`src/rpc_pkg.sv`:
```
// shared types, constants and arctangent table for the rectangular/polar converter
`timescale 1ns / 1ps
`default_nettype none
package rpc_pkg;

  localparam int DATA_WIDTH  = 24;
  localparam int ANGLE_WIDTH = 16;
  localparam int STAGES      = 16;

  localparam int GUARD      = 8;
  localparam int ZW         = 32;
  localparam int TABLE_LEN  = 24;
  localparam int NCELLS     = (STAGES < TABLE_LEN) ? STAGES : TABLE_LEN;
  localparam int TAB_IDX_W  = $clog2(TABLE_LEN);
  localparam int CW         = DATA_WIDTH + GUARD + 4;
  localparam int MAGW       = DATA_WIDTH - 1;
  localparam int SPLIT      = 20;
  localparam int HIW        = CW - SPLIT;

  localparam logic [31:0] KGAIN = 32'd2608131496;

  localparam logic [1:0] FORM_RECT  = 2'd0;
  localparam logic [1:0] FORM_POLAR = 2'd1;

  typedef struct packed {
    logic [1:0]                   func;
    logic signed [DATA_WIDTH-1:0] first_operand;
    logic signed [DATA_WIDTH-1:0] second_operand;
  } cmd_t;

  typedef struct packed {
    logic signed [DATA_WIDTH-1:0]  x_out;
    logic signed [DATA_WIDTH-1:0]  y_out;
    logic [DATA_WIDTH-1:0]         magnitude_out;
    logic signed [ANGLE_WIDTH-1:0] angle_out;
    logic                          bad_form;
  } res_t;

  typedef struct packed {
    logic [1:0]                   func;
    logic signed [DATA_WIDTH-1:0] opa;
    logic signed [DATA_WIDTH-1:0] opb;
    logic signed [CW-1:0]         x;
    logic signed [CW-1:0]         y;
    logic [ZW-1:0]                z;
  } cord_t;

  function automatic logic [ZW-1:0] atan_val(input logic [TAB_IDX_W-1:0] i);
    logic [ZW-1:0] v;
    case (i)
      5'd0:    v = 32'h20000000;
      5'd1:    v = 32'h12E4051E;
      5'd2:    v = 32'h09FB385B;
      5'd3:    v = 32'h051111D4;
      5'd4:    v = 32'h028B0D43;
      5'd5:    v = 32'h0145D7E1;
      5'd6:    v = 32'h00A2F61E;
      5'd7:    v = 32'h00517C55;
      5'd8:    v = 32'h0028BE53;
      5'd9:    v = 32'h00145F2F;
      5'd10:   v = 32'h000A2F98;
      5'd11:   v = 32'h000517CC;
      5'd12:   v = 32'h00028BE6;
      5'd13:   v = 32'h000145F3;
      5'd14:   v = 32'h0000A2FA;
      5'd15:   v = 32'h0000517D;
      5'd16:   v = 32'h000028BE;
      5'd17:   v = 32'h0000145F;
      5'd18:   v = 32'h00000A30;
      5'd19:   v = 32'h00000518;
      5'd20:   v = 32'h0000028C;
      5'd21:   v = 32'h00000146;
      5'd22:   v = 32'h000000A3;
      5'd23:   v = 32'h00000051;
      default: v = '0;
    endcase
    return v;
  endfunction

endpackage
`default_nettype wire

```
`src/rpc_cell.sv`:
```
// one cordic micro-rotation cell with its own pipeline register
`timescale 1ns / 1ps
`default_nettype none
module rpc_cell
  import rpc_pkg::*;
(
  input  wire logic                 clk,
  input  wire logic                 rst,
  input  wire logic [TAB_IDX_W-1:0] idx,
  input  wire logic                 up_valid,
  output logic                      up_ready,
  input  wire cord_t                up,
  output logic                      dn_valid,
  input  wire logic                 dn_ready,
  output cord_t                     dn
);

  logic                 vld;
  cord_t                nxt;
  logic signed [CW-1:0] xi;
  logic signed [CW-1:0] yi;
  logic signed [CW-1:0] xs;
  logic signed [CW-1:0] ys;
  logic [ZW-1:0]        atn;
  logic                 pos;

  assign up_ready = !vld || dn_ready;
  assign dn_valid = vld;

  always_comb begin
    xi  = up.x;
    yi  = up.y;
    xs  = xi >>> idx;
    ys  = yi >>> idx;
    atn = atan_val(idx);
    nxt = up;
    // vectoring drives y to zero, rotation drives z to zero
    if (up.func == FORM_RECT) begin
      pos = !yi[CW-1];
      if (pos) begin
        nxt.x = xi + ys;
        nxt.y = yi - xs;
        nxt.z = up.z + atn;
      end else begin
        nxt.x = xi - ys;
        nxt.y = yi + xs;
        nxt.z = up.z - atn;
      end
    end else begin
      pos = !up.z[ZW-1];
      if (pos) begin
        nxt.x = xi - ys;
        nxt.y = yi + xs;
        nxt.z = up.z - atn;
      end else begin
        nxt.x = xi + ys;
        nxt.y = yi - xs;
        nxt.z = up.z + atn;
      end
    end
  end

  always_ff @(posedge clk) begin
    if (rst) begin
      vld <= 1'b0;
    end else if (up_ready) begin
      vld <= up_valid;
    end
  end

  always_ff @(posedge clk) begin
    if (up_valid && up_ready) begin
      dn <= nxt;
    end
  end

endmodule
`default_nettype wire

```
`config.mk`:
```
export PLATFORM = sky130hd
export DESIGN_NAME = rpc_cell
export DESIGN_NICKNAME = d
export VERILOG_FILES = /design/src/rpc_pkg.sv /design/src/rpc_cell.sv
export SDC_FILE = /design/constraint.sdc
export NUM_CORES = 1
export LEC_CHECK = 0
export BUFFER_PORTS_ARGS = -buffer_cell sky130_fd_sc_hd__buf_2
export CORE_AREA = 5 5 174 210
export CTS_BUF_LIST = sky130_fd_sc_hd__clkbuf_16
export DETAILED_ROUTE_END_ITERATION = 10
export DIE_AREA = 0 0 179 215
export GPL_TIMING_DRIVEN = 0
export PLACE_DENSITY = 0.81
export SETUP_SLACK_MARGIN = 0.15
export SLEW_MARGIN = 30
export SYNTH_ARGS = -nofsm -noshare
export SYNTH_HDL_FRONTEND = slang
export SYNTH_SLANG_ARGS = --single-unit
```
`constraint.sdc`:
```
create_clock -name clk -period 6.9 [get_ports clk]
set_clock_uncertainty 0.15 [all_clocks]
set_input_delay 1.38 -clock clk [delete_from_list [all_inputs] [get_ports clk]]
set_output_delay 1.38 -clock clk [all_outputs]
set_load 0.03 [all_outputs]
```
==> run_results.csv <==
group,metric,value,unit
floorplan,design.core.area,0.03444,sq mm
drt,postRouteAntennaNets,0,
logic_synthesis,synth_top_area_cell,"edfxtp_1",
floorplan,dieHeight,215,microns
clock_network,htree_levels,4,
power,p_sw_share,47.05,%
hold_path,hold_class,"register to register",
power,combPwrFrac,54.1,%
final_layout,layout_commonest_cell,"buf_2",
worst_setup_path,end_kind,"register",
sta,timing.fmax,0.1471,GHz
drt,dr.pass1.iters,7,
logic_synthesis,yosysUniqueCellTypes,80,
power,p_clk_share,20.2,%
logic_synthesis,synth-async-reset-ratio,0,%
power,p_switching,2.320,mW
logic_synthesis,netlist_area,0.02030,sq mm
worst_setup_path,r2r_start,"dn_valid$_SDFFE_PP0N_",
drt,vias,22681,
placed_design,gp_congestion,1.069,
logic_synthesis,netlist_top_cells_area,"edfxtp_1 23%, ha_1 14%, a21oi_1 6.3%, o21ai_0 4.9%, nand2_1 4.4%",
final_layout,final_cell_mix,"336 x buf_2, 253 x a21oi_1, 239 x nand2_1, 219 x ha_1, 205 x inv_1",
floorplan,io_pins,319,
worst_setup_path,worstSetupPathType,"input pin to register",
logic_synthesis,avgSynthCellArea,8.026,sq um
floorplan,die_w,179,microns
floorplan,initial_core_util,58.94,%
power,power.density,211.0,mW/mm^2
clock_network,clk_pin_slew,0.08,ns
power,p_int,2.612,mW
worst_setup_path,cp.depth,20,
worst_setup_path,cp_slowest_stage_delay,0.54,ns
worst_setup_path,cp_slowest_cell,"o21ai_1",
power,seq_power_share,25.8,%
clock_network,clockRootBuffer,"clkbuf_16",
sta,setup-violations-final,0,
sta,slew_viol_final,0,
flow_run,maxCapViolations,0,
sta,finalCriticalPeriod,6.798,ns
sta,hold_violations,0,
global_route,grt-ovfl-total,0,
final_layout,drive_gt1_share,19.66,%
clock_network,cts_tree,"yes",
sta,slew_headroom,27.37,%
worst_setup_path,critPathBufInv,4,
final_layout,utilization,67.87,%
sta,period_share,98.52,%
worst_setup_path,startpoint,"idx[1]",
power,power.leakage,10.50,nW
global_route,antenna_found_initial,4,
final_layout,num-fill-cells,2860,
worst_setup_path,critPathRequiredTime,6.95,ns
worst_setup_path,path_cells,"buf_2 > buf_2 > clkbuf_4 > buf_2 > mux4_2 > nand2_1 > nand2_1 > o21ai_1 > mux2_2 > ha_1 > nor2b_1 > o21ai_0 > a31oi_1 > o21ai_1 > a21oi_1 > a211o_1 > a21o_1 > nor3b_1 > o41ai_1 > xnor2_1",
global_route,grt_pass1_vias,21700,
logic_synthesis,synth-edff-count,154,
clock_network,cts.sinks,155,
run_status,status,"finished clean",
clock_network,cts_buffers,17,
sta,rsz0062_at_grt,"yes",
clock_network,cts_max_path_buffers,2,
worst_setup_path,crit_fanout,10,
drt,routedWlPerCell,26.81,microns
floorplan,dieArea,0.03849,sq mm
final_layout,syn_to_final_growth,15.15,%
worst_setup_path,cp-endpoint,"dn[52]$_DFFE_PP_",
clock_network,cts-hold-fix-buffers,0,
placed_design,place_hpwl,69100,microns
clock_network,post_cts.repair.setup_buffers,0,
logic_synthesis,syn_inst,2529,
worst_setup_path,cpMostUsedCell,"buf_2",
hold_path,holdCritStartpoint,"dn_valid$_SDFFE_PP0N_",
floorplan,rows,75,
worst_setup_path,worstPathArrival,6.85,ns
global_route,grt_max_degree,53,
final_layout,final_area,0.02337,sq mm
placed_design,place_area,0.02255,sq mm
drt,wirelength,89720,microns
worst_setup_path,cp_top_family,"compound AO/OA/AOI/OAI gates",
worst_setup_path,r2r_slack,5.07,ns
logic_synthesis,yosys_warnings,0,
power,peakVddDrop,0.0001346,V
worst_setup_path,worstRegToRegCells,4,
clock_network,worstSkewPairLatency,0.46,ns
global_route,grt_pass1_wl,129600,microns
logic_synthesis,synth.top_cell.area_share,22.78,%
logic_synthesis,synth_nets,2917,
global_route,track_usage,44.42,%
final_layout,nets,3254,
logic_synthesis,ys_seq_elements,155,
drt,first_iter_violations,2908,
sta,worst_pin_slew,1.089,ns
drt,vias_per_cell,6.777,
placed_design,numPortBuffers,315,
drt,drc_errors,0,
worst_setup_path,worst_setup_path_start_kind,"input pin",
logic_synthesis,synth_ff_type,"edfxtp_1",
logic_synthesis,ys_seq_area_share,22.88,%
worst_setup_path,r2r_end,"dn[61]$_DFFE_PP_",
[worst min-delay path, delay by kind of cell (launching register included)]
family / cells / cell delay (ns)
DFF: 1 / 0.32
and+or+nand+nor: 1 / 0.11
AOI/OAI and AO/OA: 1 / 0.08
[cell families (layout without fill, tap and decap cells)]
logic type | after synthesis | in the layout | synth area share, %
buffers and inverters | 363 | 713 | 6.855
other | 0 | 6 | 0
DFF | 155 | 155 | 22.88
adders and majority gates | 225 | 225 | 14.09
AOI/OAI and AO/OA | 831 | 831 | 25.92
xor gates and xnor gates | 105 | 105 | 4.531
and+or+nand+nor | 690 | 690 | 15.56
muxes | 160 | 160 | 10.16
[worst min path at each step]
| stage | cells after the start | slack [ns] | end |
|---|---|---|---|
| finish | 2 | 0.40 | dn_valid$_SDFFE_PP0N_ |
| global route | 2 | 0.43 | dn_valid$_SDFFE_PP0N_ |
| CTS | 2 | 0.40 | dn_valid$_SDFFE_PP0N_ |
| detailed placement | 2 | 0.39 | dn_valid$_SDFFE_PP0N_ |
| global placement | 2 | 0.34 | dn_valid$_SDFFE_PP0N_ |
| floorplan | 2 | 0.71 | dn_valid$_SDFFE_PP0N_ |
[repair_timing]
| item | in CTS | in global routing |
|---|---|---|
| pin swaps | 0 | 3 |
| resized for setup | 39 | 62 |
| endpoints found under the setup margin | 57 | 40 |
[flip-flops by register name, summed over array words and instances (netlist names)]
| signal | count |
|---|---|
| dn_valid | 1 |
| dn | 154 |
[per-layer routing]
metal | vias to the layer above | GRT usage, % | share of wire, %
met5 | - | 0 | 0
met1 | 10528 | 50.49 | 34
met2 | 1845 | 71.82 | 45
li1 | 9804 | - | -
met4 | 0 | 35.14 | 10
met3 | 504 | 8.981 | 11
[cells in the mapped netlist, drive strengths merged, types with 5 or more instances]
cell / instances
nand2: 239
mux2i: 80
nor3b: 8
xnor2: 78
o311ai: 9
and2: 9
xor2: 27
a21oi: 256
nand3: 40
nor3: 40
nand2b: 30
o21ba: 9
o21a: 49
o211ai: 27
a211oi: 42
a22oi: 7
nor2b: 41
fa: 6
o21bai: 36
nand4: 19
nor4: 13
o21ai: 210
o22ai: 7
edfxtp: 154
a21boi: 6
a21o: 51
or3: 15
a221oi: 9
ha: 219
a2111oi: 11
inv: 205
clkbuf: 120
nor2: 204
a31oi: 24
o31ai: 23
buf: 38
and3: 15
or2: 9
a31o: 9
a211o: 6
mux2: 48
o31a: 5
mux4: 32
[through the flow]
step           hold slack [ns]  instances  power [mW]  worst slack, ns  TNS (ns)
5_1_grt                 0.4281       3344       5.124          0.04712         0
4_1_cts                 0.4016       3341       4.797           0.1456         0
6_report                0.3980       3347       4.932           0.1019         0
3_3_place_gp            0.3400       3306       3.756           -1.206    -52.12
3_5_place_dp            0.3891       3309       3.816           -1.155    -45.22
2_1_floorplan           0.7095       2529       3.047           0.8229         0
[power by group through the flow]
stage	logic, mW	clock network [mW]	registers [mW]
floorplan	1.47	0	1.57
global placement	2.46	0	1.30
detailed placement	2.52	0	1.29
CTS	2.55	0.977	1.27
global route	2.81	1.03	1.28
finish	2.67	0.994	1.27
[layout make-up]
class	instances	area (sq um)	share of cell area, %
clock inverters	15	168.9	0.7227
well taps	462	578.1	2.473
flip-flops and latches	155	4644	19.87
inverters	205	769.5	3.292
multi-input cells	2011	14410	61.64
plain buffers	158	711.9	3.046
repair buffers	318	1652	7.066
clock buffers	17	425.4	1.820
diodes	6	15.01	0.06424
Note: power is estimated with default switching activity, not from simulation.
