===== config.mk =====
export PLATFORM = sky130hd
export DESIGN_NAME = rpc_pre
export DESIGN_NICKNAME = d
export VERILOG_FILES = /design/src/rpc_pkg.sv /design/src/rpc_pre.sv
export SDC_FILE = /design/constraint.sdc
export NUM_CORES = 1
export LEC_CHECK = 0
export ABC_AREA = 0
export BUFFER_PORTS_ARGS = -buffer_cell sky130_fd_sc_hd__buf_2
export CORE_ASPECT_RATIO = 2
export CORE_MARGIN = 5
export CORE_UTILIZATION = 58
export DETAILED_ROUTE_END_ITERATION = 6
export GPL_TIMING_DRIVEN = 1
export HOLD_SLACK_MARGIN = 0.15
export PLACE_DENSITY = 0.84
export SYNTH_ARGS = -nofsm -noshare
export SYNTH_HDL_FRONTEND = slang
export SYNTH_SLANG_ARGS = --single-unit

===== constraint.sdc =====
create_clock -name clk -period 15.76 [get_ports clk]
set_input_delay 2.364 -clock clk [delete_from_list [all_inputs] [get_ports clk]]
set_output_delay 2.364 -clock clk [all_outputs]
set_load 0.1 [all_outputs]

===== src/rpc_pkg.sv =====
// shared types, constants and arctangent table for the rectangular/polar converter
`timescale 1ns / 1ps
`default_nettype none
package rpc_pkg;

  localparam int DATA_WIDTH  = 24;
  localparam int ANGLE_WIDTH = 16;
  localparam int STAGES      = 16;

  localparam int GUARD      = 8;
  localparam int ZW         = 32;
  localparam int TABLE_LEN  = 24;
  localparam int NCELLS     = (STAGES < TABLE_LEN) ? STAGES : TABLE_LEN;
  localparam int TAB_IDX_W  = $clog2(TABLE_LEN);
  localparam int CW         = DATA_WIDTH + GUARD + 4;
  localparam int MAGW       = DATA_WIDTH - 1;
  localparam int SPLIT      = 20;
  localparam int HIW        = CW - SPLIT;

  localparam logic [31:0] KGAIN = 32'd2608131496;

  localparam logic [1:0] FORM_RECT  = 2'd0;
  localparam logic [1:0] FORM_POLAR = 2'd1;

  typedef struct packed {
    logic [1:0]                   func;
    logic signed [DATA_WIDTH-1:0] first_operand;
    logic signed [DATA_WIDTH-1:0] second_operand;
  } cmd_t;

  typedef struct packed {
    logic signed [DATA_WIDTH-1:0]  x_out;
    logic signed [DATA_WIDTH-1:0]  y_out;
    logic [DATA_WIDTH-1:0]         magnitude_out;
    logic signed [ANGLE_WIDTH-1:0] angle_out;
    logic                          bad_form;
  } res_t;

  typedef struct packed {
    logic [1:0]                   func;
    logic signed [DATA_WIDTH-1:0] opa;
    logic signed [DATA_WIDTH-1:0] opb;
    logic signed [CW-1:0]         x;
    logic signed [CW-1:0]         y;
    logic [ZW-1:0]                z;
  } cord_t;

  function automatic logic [ZW-1:0] atan_val(input logic [TAB_IDX_W-1:0] i);
    logic [ZW-1:0] v;
    case (i)
      5'd0:    v = 32'h20000000;
      5'd1:    v = 32'h12E4051E;
      5'd2:    v = 32'h09FB385B;
      5'd3:    v = 32'h051111D4;
      5'd4:    v = 32'h028B0D43;
      5'd5:    v = 32'h0145D7E1;
      5'd6:    v = 32'h00A2F61E;
      5'd7:    v = 32'h00517C55;
      5'd8:    v = 32'h0028BE53;
      5'd9:    v = 32'h00145F2F;
      5'd10:   v = 32'h000A2F98;
      5'd11:   v = 32'h000517CC;
      5'd12:   v = 32'h00028BE6;
      5'd13:   v = 32'h000145F3;
      5'd14:   v = 32'h0000A2FA;
      5'd15:   v = 32'h0000517D;
      5'd16:   v = 32'h000028BE;
      5'd17:   v = 32'h0000145F;
      5'd18:   v = 32'h00000A30;
      5'd19:   v = 32'h00000518;
      5'd20:   v = 32'h0000028C;
      5'd21:   v = 32'h00000146;
      5'd22:   v = 32'h000000A3;
      5'd23:   v = 32'h00000051;
      default: v = '0;
    endcase
    return v;
  endfunction

endpackage
`default_nettype wire


===== src/rpc_pre.sv =====
// input stage: quadrant fold, gain prescale for polar form, cordic start values
`timescale 1ns / 1ps
`default_nettype none
module rpc_pre
  import rpc_pkg::*;
(
  input  wire logic  clk,
  input  wire logic  rst,
  input  wire logic  up_valid,
  output logic       up_ready,
  input  wire cmd_t  up,
  output logic       dn_valid,
  input  wire logic  dn_ready,
  output cord_t      dn
);

  localparam int PW = MAGW + 32;

  logic                 vld;
  cord_t                nxt;
  logic [MAGW-1:0]      mag;
  logic [PW-1:0]        prod;
  logic [PW-1:0]        prod_r;
  logic signed [CW-1:0] xr;
  logic signed [CW-1:0] xp;
  logic [ZW-1:0]        zp;

  assign up_ready = !vld || dn_ready;
  assign dn_valid = vld;

  always_comb begin
    mag    = up.first_operand[DATA_WIDTH-1] ? '0 : up.first_operand[MAGW-1:0];
    prod   = PW'(mag) * PW'(KGAIN);
    prod_r = prod + (PW'(1) << (31 - GUARD));
    xp     = {{(CW - (PW - 32 + GUARD)){1'b0}}, prod_r[PW-1:32-GUARD]};
    zp     = {up.second_operand[ANGLE_WIDTH-1:0], {(ZW-ANGLE_WIDTH){1'b0}}};
    xr     = {{(CW-DATA_WIDTH-GUARD){up.first_operand[DATA_WIDTH-1]}},
              up.first_operand, {GUARD{1'b0}}};
    nxt.func = up.func;
    nxt.opb  = up.second_operand;
    if (up.func == FORM_RECT) begin
      nxt.opa = up.first_operand;
      if (up.first_operand[DATA_WIDTH-1]) begin
        nxt.x = -xr;
        nxt.y = -{{(CW-DATA_WIDTH-GUARD){up.second_operand[DATA_WIDTH-1]}},
                  up.second_operand, {GUARD{1'b0}}};
        nxt.z = 32'h80000000;
      end else begin
        nxt.x = xr;
        nxt.y = {{(CW-DATA_WIDTH-GUARD){up.second_operand[DATA_WIDTH-1]}},
                 up.second_operand, {GUARD{1'b0}}};
        nxt.z = '0;
      end
    end else begin
      nxt.opa = {1'b0, mag};
      nxt.y   = '0;
      // left half: rotate by pi first
      if (zp[31] ^ zp[30]) begin
        nxt.x = -xp;
        nxt.z = {~zp[31], zp[30:0]};
      end else begin
        nxt.x = xp;
        nxt.z = zp;
      end
    end
  end

  always_ff @(posedge clk) begin
    if (rst) begin
      vld <= 1'b0;
    end else if (up_ready) begin
      vld <= up_valid;
    end
  end

  always_ff @(posedge clk) begin
    if (up_valid && up_ready) begin
      dn <= nxt;
    end
  end

endmodule
`default_nettype wire


==> implementation parameters, run 1 <==
Parameter                              Value

Run status
  Outcome ... finished, final reports clean

STA
  Final worst path period share ... 0.8590
  Tmin final ... 13540 ps
  Max-slew violations ... 0
  Slew HR ... 0.08211
  Worst clock skew on the final layout ... 6.524 ps
  Worst-Margin Slew ... 1374 ps
  Total negative slack for setup checks ... 0 ps
  Highest attainable clock frequency ... 73.87 MHz
  Number of hold violations in the final report ... 0
  Total of endpoints with negative setup slack in the final report ... 0
  Unrepaired setup endpoints after global routing ... false
  Worst hold margin ... 534.8 ps

Run
  # Max-Cap Violations ... 0

Global routing
  Vias in the first global route ... 18280
  Number of antenna violations at the first check in global routing ... 0
  Wire length of the first global-routing pass ... 108400 um
  Overall track demand over capacity in global routing ... 0.3753
  Maximum number of pins on one net before global-route repair ... 79
  Remaining Overflow, GRT ... 0

Critical path
  Worst-path fanout max ... 53
  End of the worst register-to-register path ... dn[149]
  WP data required ... 15940 ps
  Arrival time worst endpoint ... 13720 ps
  Critical R2R Launch ... dn_valid
  R2R Setup Slk ... 13390 ps
  Capturing element of the worst setup path ... dn[94]
  Largest stage delay on the critical path ... 1160 ps
  Critical Path End Type ... register
  Critical-path cell with the highest stage delay ... sky130_fd_sc_hd__nor2b_1
  Reg2Reg Depth ... 3
  Cell type with the highest occurrence count on the critical path ... sky130_fd_sc_hd__fa_1
  Startpoint type of the worst setup path ... input pin
  Crit. Startpoint ... up[47]
  Crit Path Category ... input pin to register

Routing
  Number of routed nets with antenna violations ... 0
  Remaining routing DRC violations ... 0
  Drt first pass iters ... 6
  Average detailed-routed wire length per instance ... 26.60 um
  Via count ... 16940
  Detailed-route wire length ... 73310 um
  First-iteration detailed-routing DRC count ... 1251
  Vias per cell ... 6.148

Clock network
  Cell at the root of the clock tree ... sky130_fd_sc_hd__clkbuf_16
  CTS max path bufs ... 2
  Clock net sink count ... 131
  Hold buffers post-CTS ... 0
  Clock-pin slew reported for the worst setup and hold paths after clock tree synthesis ... 60 ps
  Number of post-CTS setup repair buffers ... 0
  Post_cts resized ... 0
  CTS tree ... built
  Clock insertion delay at the later pin of the skew report ... 440 ps
  Number of H-tree levels ... 4
  Total clock buffers created by CTS ... 17

Final layout
  Finished Core Util ... 0.6377
  Area overhead of the layout relative to synthesis ... 8.920%
  Total area of multi-input combinational cells ... 14700 sq um
  Fraction of final layout cells sized beyond drive strength 1 ... 0.1099
  Post-layout nets ... 2856
  Commonest cells after routing, fill and taps aside ... sky130_fd_sc_hd__inv_1 (407), sky130_fd_sc_hd__fa_1 (267), sky130_fd_sc_hd__ha_1 (237), sky130_fd_sc_hd__buf_2 (185), sky130_fd_sc_hd__edfxtp_1 (130)
  Most common cell after layout, fill and taps aside ... sky130_fd_sc_hd__inv_1
  N_diodes ... 0
  Reg area ... 3924 sq um
  # fillers ... 2895

Placement
  Post-DP HPWL ... 62070 um
  Final weighted congestion in routability-driven placement ... 1.045
  Quantity of I/O buffers inserted on ports ... 185

Floorplan
  Horizontal die dimension ... 142.8 um
  Area of the die ... 39370 sq um
  Area of the core ... 34950 sq um
  Initial Util ... 0.5855
  Die Height ... 275.7 um
  I/O pins ... 210
  Row count ... 97

Yosys
  Dominant cell type by area after synthesis ... sky130_fd_sc_hd__fa_1
  Cell types occupying the most area after synthesis ... sky130_fd_sc_hd__fa_1 (26%), sky130_fd_sc_hd__edfxtp_1 (19%), sky130_fd_sc_hd__ha_1 (14%)
  Count of mapped cells out of synthesis ... 2147
  Post-Syn Area per Cell ... 9.532 sq um
  Register area share after synthesis ... 0.1917
  Number of synthesized register bits ... 131
  Number of warning messages in the yosys log ... 0
  Number of synthesized flops with an enable pin ... 130
  FFs w/ async S/R, synth ... 0
  Netlist Area Pre-Place ... 20470 sq um
  Main synth FF type ... sky130_fd_sc_hd__edfxtp_1
  Library cells used by synthesis ... 79
  Share of Yosys cell area claimed by the top area cell type ... 0.2612

Hold path
  Type of the tightest min-delay check ... register to register
-- metal layers --
layer / part of all wire / global-route usage
met1: 0.30 / 0.3496
met2: 0.52 / 0.6764
met3: 0.056 / 0.04733
met4: 0.13 / 0.3701
met5: 0 / 0
-- metrics by stage --
step	area [sq um]	cells	worst slack (ps)
final	22290	2756	2223
after global routing	22290	2756	1840
after CTS	22290	2756	2528
after detailed placement	21690	2724	2145
after global placement	21690	2724	2161
after floorplan	20550	2170	4069
-- synth_stat cells, drive strengths merged (9+ instances only) --
master	number
a21oi	90
nor4	18
nor3	36
o21a	9
o31ai	23
edfxtp	130
nor2	128
nor2b	19
xor2	59
or2	13
and4	10
buf	29
xnor2	74
a31oi	19
mux2i	11
o211ai	14
inv	407
nand2	118
fa	267
a21o	17
ha	237
o41ai	11
clkbuf	54
nand2b	33
a211oi	14
or3	21
and2	48
o21ai	75
nand4	25
or4	14
nand3	27
and3	14
-- worst min-delay path by stage --
stage                     startpoint        to  slack (ps)  cells after the start
after floorplan             dn_valid  dn_valid        1730                      2
after global placement      dn_valid  dn_valid         490                      2
after detailed placement    dn_valid  dn_valid         520                      2
after CTS                   dn_valid  dn_valid         530                      2
after global routing        dn_valid  dn_valid         570                      2
final                       dn_valid  dn_valid         530                      2
-- worst max-delay path: cells and delay by family --
family,cells,cell delay (ps)
fa+ha+maj,10,4890
compound gates,10,2300
xor+xnor,2,570
simple gates,5,2980
buf+inv,5,590
-- logic make-up (layout without fill, tap and decap cells) --
kind of cell,after synthesis,after routing,synth area share
AO/OA/AOI/OAI,336,336,0.1077
XOR/XNOR,133,133,0.05692
other,1,24,0.0001832
multiplexers,13,13,0.006664
flip-flops,131,131,0.1917
AND/OR/NAND/NOR,539,539,0.1363
buffers and inverters,490,631,0.09445
adder cells (fa/ha/maj),504,504,0.4061
-- layout make-up --
class                           instances  area share
Sequential cell                       131      0.1760
Clock buffer                           17     0.01908
Inverter                              407     0.06853
Tap cell                              445     0.02498
Timing Repair Buffer                  192     0.04389
Clock inverter                         15    0.008027
Multi-Input combinational cell       1549      0.6595
-- flip-flops by register name, indices dropped and copies added, names as in the netlist --
register  flops
dn          130
dn_valid      1
Power of run 1 is not shown: default switching activity piles up to over one toggle a cycle in this logic, so the estimate is an artifact.
==> run 2: changes to the inputs <==
Settings changed: CELL_PAD_IN_SITES_DETAIL_PLACEMENT set to 0, CELL_PAD_IN_SITES_GLOBAL_PLACEMENT set to 1, CORE_UTILIZATION 58 to 48, PLACE_DENSITY 0.84 to 0.88.
==> run 2 against run 1 <==
First-iteration DRC count decreased by 26%. Routed wire length grew 2.5%. Fmax fell by 1.8%.
==> implementation parameters, run 2 (synthesis gave the netlist of run 1 again) <==
Parameter                              Value

Critical path
  Startpoint type of the worst setup path ... input pin
  Cell type with the highest occurrence count on the critical path ... sky130_fd_sc_hd__fa_1
  Number of buffers and inverters on the critical path ... 7 (+2)
  Critical Path End Type ... register
  WP data required ... 15980 ps (+40 ps)
  Critical-path cell with the highest stage delay ... sky130_fd_sc_hd__a211oi_1
  Largest stage delay on the critical path ... 790 ps (-370 ps)
  Arrival time worst endpoint ... 14000 ps (+280 ps)
  Crit Path Category ... input pin to register
  Crit path max-delay family ... adder cells
  Worst-path fanout max ... 40 (-25%)

STA
  Slew HR ... 0.2525 (+0.1704)
  Worst clock skew on the final layout ... 10.86 ps (+4.333 ps)
  Max-slew violations ... 0 (unchanged)
  Final worst path period share ... 0.8745 (+0.01555)
  Total of endpoints with negative setup slack in the final report ... 0 (unchanged)
  Total negative slack for setup checks ... 0 ps (unchanged)
  Highest attainable clock frequency ... 72.56 MHz (-1.8%)
  Number of hold violations in the final report ... 0 (unchanged)
  Worst-Margin Slew ... 1111 ps (-262.9 ps)
  Worst hold margin ... 524.3 ps (-10.47 ps)
  Tmin final ... 13780 ps (+245.1 ps)
  Unrepaired setup endpoints after global routing ... false

Routing
  First-iteration detailed-routing DRC count ... 920 (-26%)
  Via count ... 16450 (-2.9%)
  Number of routed nets with antenna violations ... 0 (unchanged)
  Drt first pass iters ... 7 (+1)
  Detailed-route wire length ... 75180 um (+2.5%)
  Remaining routing DRC violations ... 0 (unchanged)
  Vias per cell ... 5.755 (-6.4%)
  Average detailed-routed wire length per instance ... 26.30 um (-1.1%)

Clock network
  CTS max path bufs ... 3 (+1)
  Post_cts resized ... 0 (unchanged)
  Number of post-CTS setup repair buffers ... 0 (unchanged)
  Cell at the root of the clock tree ... sky130_fd_sc_hd__clkbuf_16
  Clock net sink count ... 131 (unchanged)
  Total clock buffers created by CTS ... 25 (+8)
  Number of H-tree levels ... 4 (unchanged)
  Hold buffers post-CTS ... 0 (unchanged)
  Clock insertion delay at the later pin of the skew report ... 470 ps (+30 ps)
  Clock-pin slew reported for the worst setup and hold paths after clock tree synthesis ... 50 ps (about the same)
  CTS tree ... built

Final layout
  Flip-flop count of the largest register, all copies and words added ... 130 (unchanged)
  # fillers ... 3845 (+33%)
  Post-layout nets ... 2867 (+0.39%)
  Reg area ... 3924 sq um (unchanged)
  Area of all placed cells without fillers ... 22550 sq um (+1.1%)
  Area overhead of the layout relative to synthesis ... 10.16%
  Top register by number of flip-flops ... dn
  N_diodes ... 0 (unchanged)
  Commonest cells after routing, fill and taps aside ... sky130_fd_sc_hd__inv_1 (407), sky130_fd_sc_hd__fa_1 (267), sky130_fd_sc_hd__ha_1 (237), sky130_fd_sc_hd__buf_2 (185), sky130_fd_sc_hd__edfxtp_1 (130)
  Fraction of final layout cells sized beyond drive strength 1 ... 0.1111 (+0.001154)
  Total area of multi-input combinational cells ... 14700 sq um (about the same)
  Most common cell after layout, fill and taps aside ... sky130_fd_sc_hd__inv_1

Placement
  Quantity of I/O buffers inserted on ports ... 185 (unchanged)
  Final weighted congestion in routability-driven placement ... 1.069 (+2.4%)
  Post-DP HPWL ... 65800 um (+6.0%)
  Area post-placement ... 21840 sq um (+0.69%)

Floorplan
  I/O pins ... 210 (unchanged)
  Area of the core ... 42440 sq um (+21%)
  Row count ... 107 (+10%)
  Area of the die ... 47120 sq um (+20%)
  Horizontal die dimension ... 156.0 um (+9.2%)
  Die Height ... 302.0 um (+9.6%)
  Initial Util ... 0.4822 (-0.1033)

Global routing
  Maximum number of pins on one net before global-route repair ... 77 (-2.5%)
  Number of antenna violations at the first check in global routing ... 0 (unchanged)
  Vias in the first global route ... 17560 (-4.0%)
  Overall track demand over capacity in global routing ... 0.3179 (-0.05741)
  Wire length of the first global-routing pass ... 109200 um (+0.81%)
  Most Used Layer, Global Route ... met2
  Remaining Overflow, GRT ... 0 (unchanged)
  Met3 Track Usage GR ... 0.03379 (-0.01354)
  Met1 track demand over resource ... 0.2816 (-0.06801)
  Met2 track demand over resource in global routing ... 0.6161 (-0.06028)

Hold path
  Type of the tightest min-delay check ... register to register

Run status
  Outcome ... finished, final reports clean

Run
  # Max-Cap Violations ... 0 (unchanged)
## run 2: cell types whose count changed in the layout (fill, tap and decap cells not counted)
cell                         before  now
sky130_fd_sc_hd__clkbuf_16       17   25
sky130_fd_sc_hd__buf_4            7   10
sky130_fd_sc_hd__clkinvlp_4       2    0
sky130_fd_sc_hd__clkinv_4         1    0
sky130_fd_sc_hd__clkinv_1         1    2
sky130_fd_sc_hd__inv_8            1    0
sky130_fd_sc_hd__nor2b_2          0    1
sky130_fd_sc_hd__bufinv_16        3    2
sky130_fd_sc_hd__nor2b_1         19   18
sky130_fd_sc_hd__inv_6            4    0
## run 2: area by class of cell
type	count	share of cell area
Multi-Input combinational cell	1549	0.6521
Clock buffer	25	0.02775
Clock inverter	7	0.003663
Inverter	407	0.06776
Timing Repair Buffer	195	0.04440
Tap cell	545	0.03025
Sequential cell	131	0.1740
## run 2: worst min-delay path, stage by stage, from the launching register on
cell and delay, ps:
sky130_fd_sc_hd__dfxtp_1 310, sky130_fd_sc_hd__nand2b_1 100, sky130_fd_sc_hd__a21oi_1 70
## run 2: path summary, 6_finish.rpt
kind	startpoint	to	slack (ps)	depth (start not counted)
setup / recovery	up[47]	dn[99]	1980	29
hold / removal	dn_valid	dn_valid	520	2
setup reg to reg	dn_valid	dn[107]	13470	3
hold reg to reg	dn_valid	dn_valid	520	2
## run 2: through the flow
| stage | setup WS (ps) | util | cells |
|---|---|---|---|
| after floorplan | 4069 | - | 2170 |
| after global placement | 1432 | 0.5145 | 2827 |
| after detailed placement | 1701 | 0.5145 | 2827 |
| after CTS | 2128 | 0.5312 | 2859 |
| after global routing | 1588 | 0.5312 | 2859 |
| final | 1978 | 0.5312 | 2859 |
## run 2: per-layer routing
| metal | wire (um) | up-vias | part of all wire |
|---|---|---|---|
| li1 | - | 7446 | - |
| met1 | 22410 | 8079 | 0.30 |
| met2 | 41530 | 681 | 0.55 |
| met3 | 3128 | 248 | 0.042 |
| met4 | 8112 | 0 | 0.11 |
| met5 | 0 | - | 0 |
Power of run 2 is left out for the same reason.
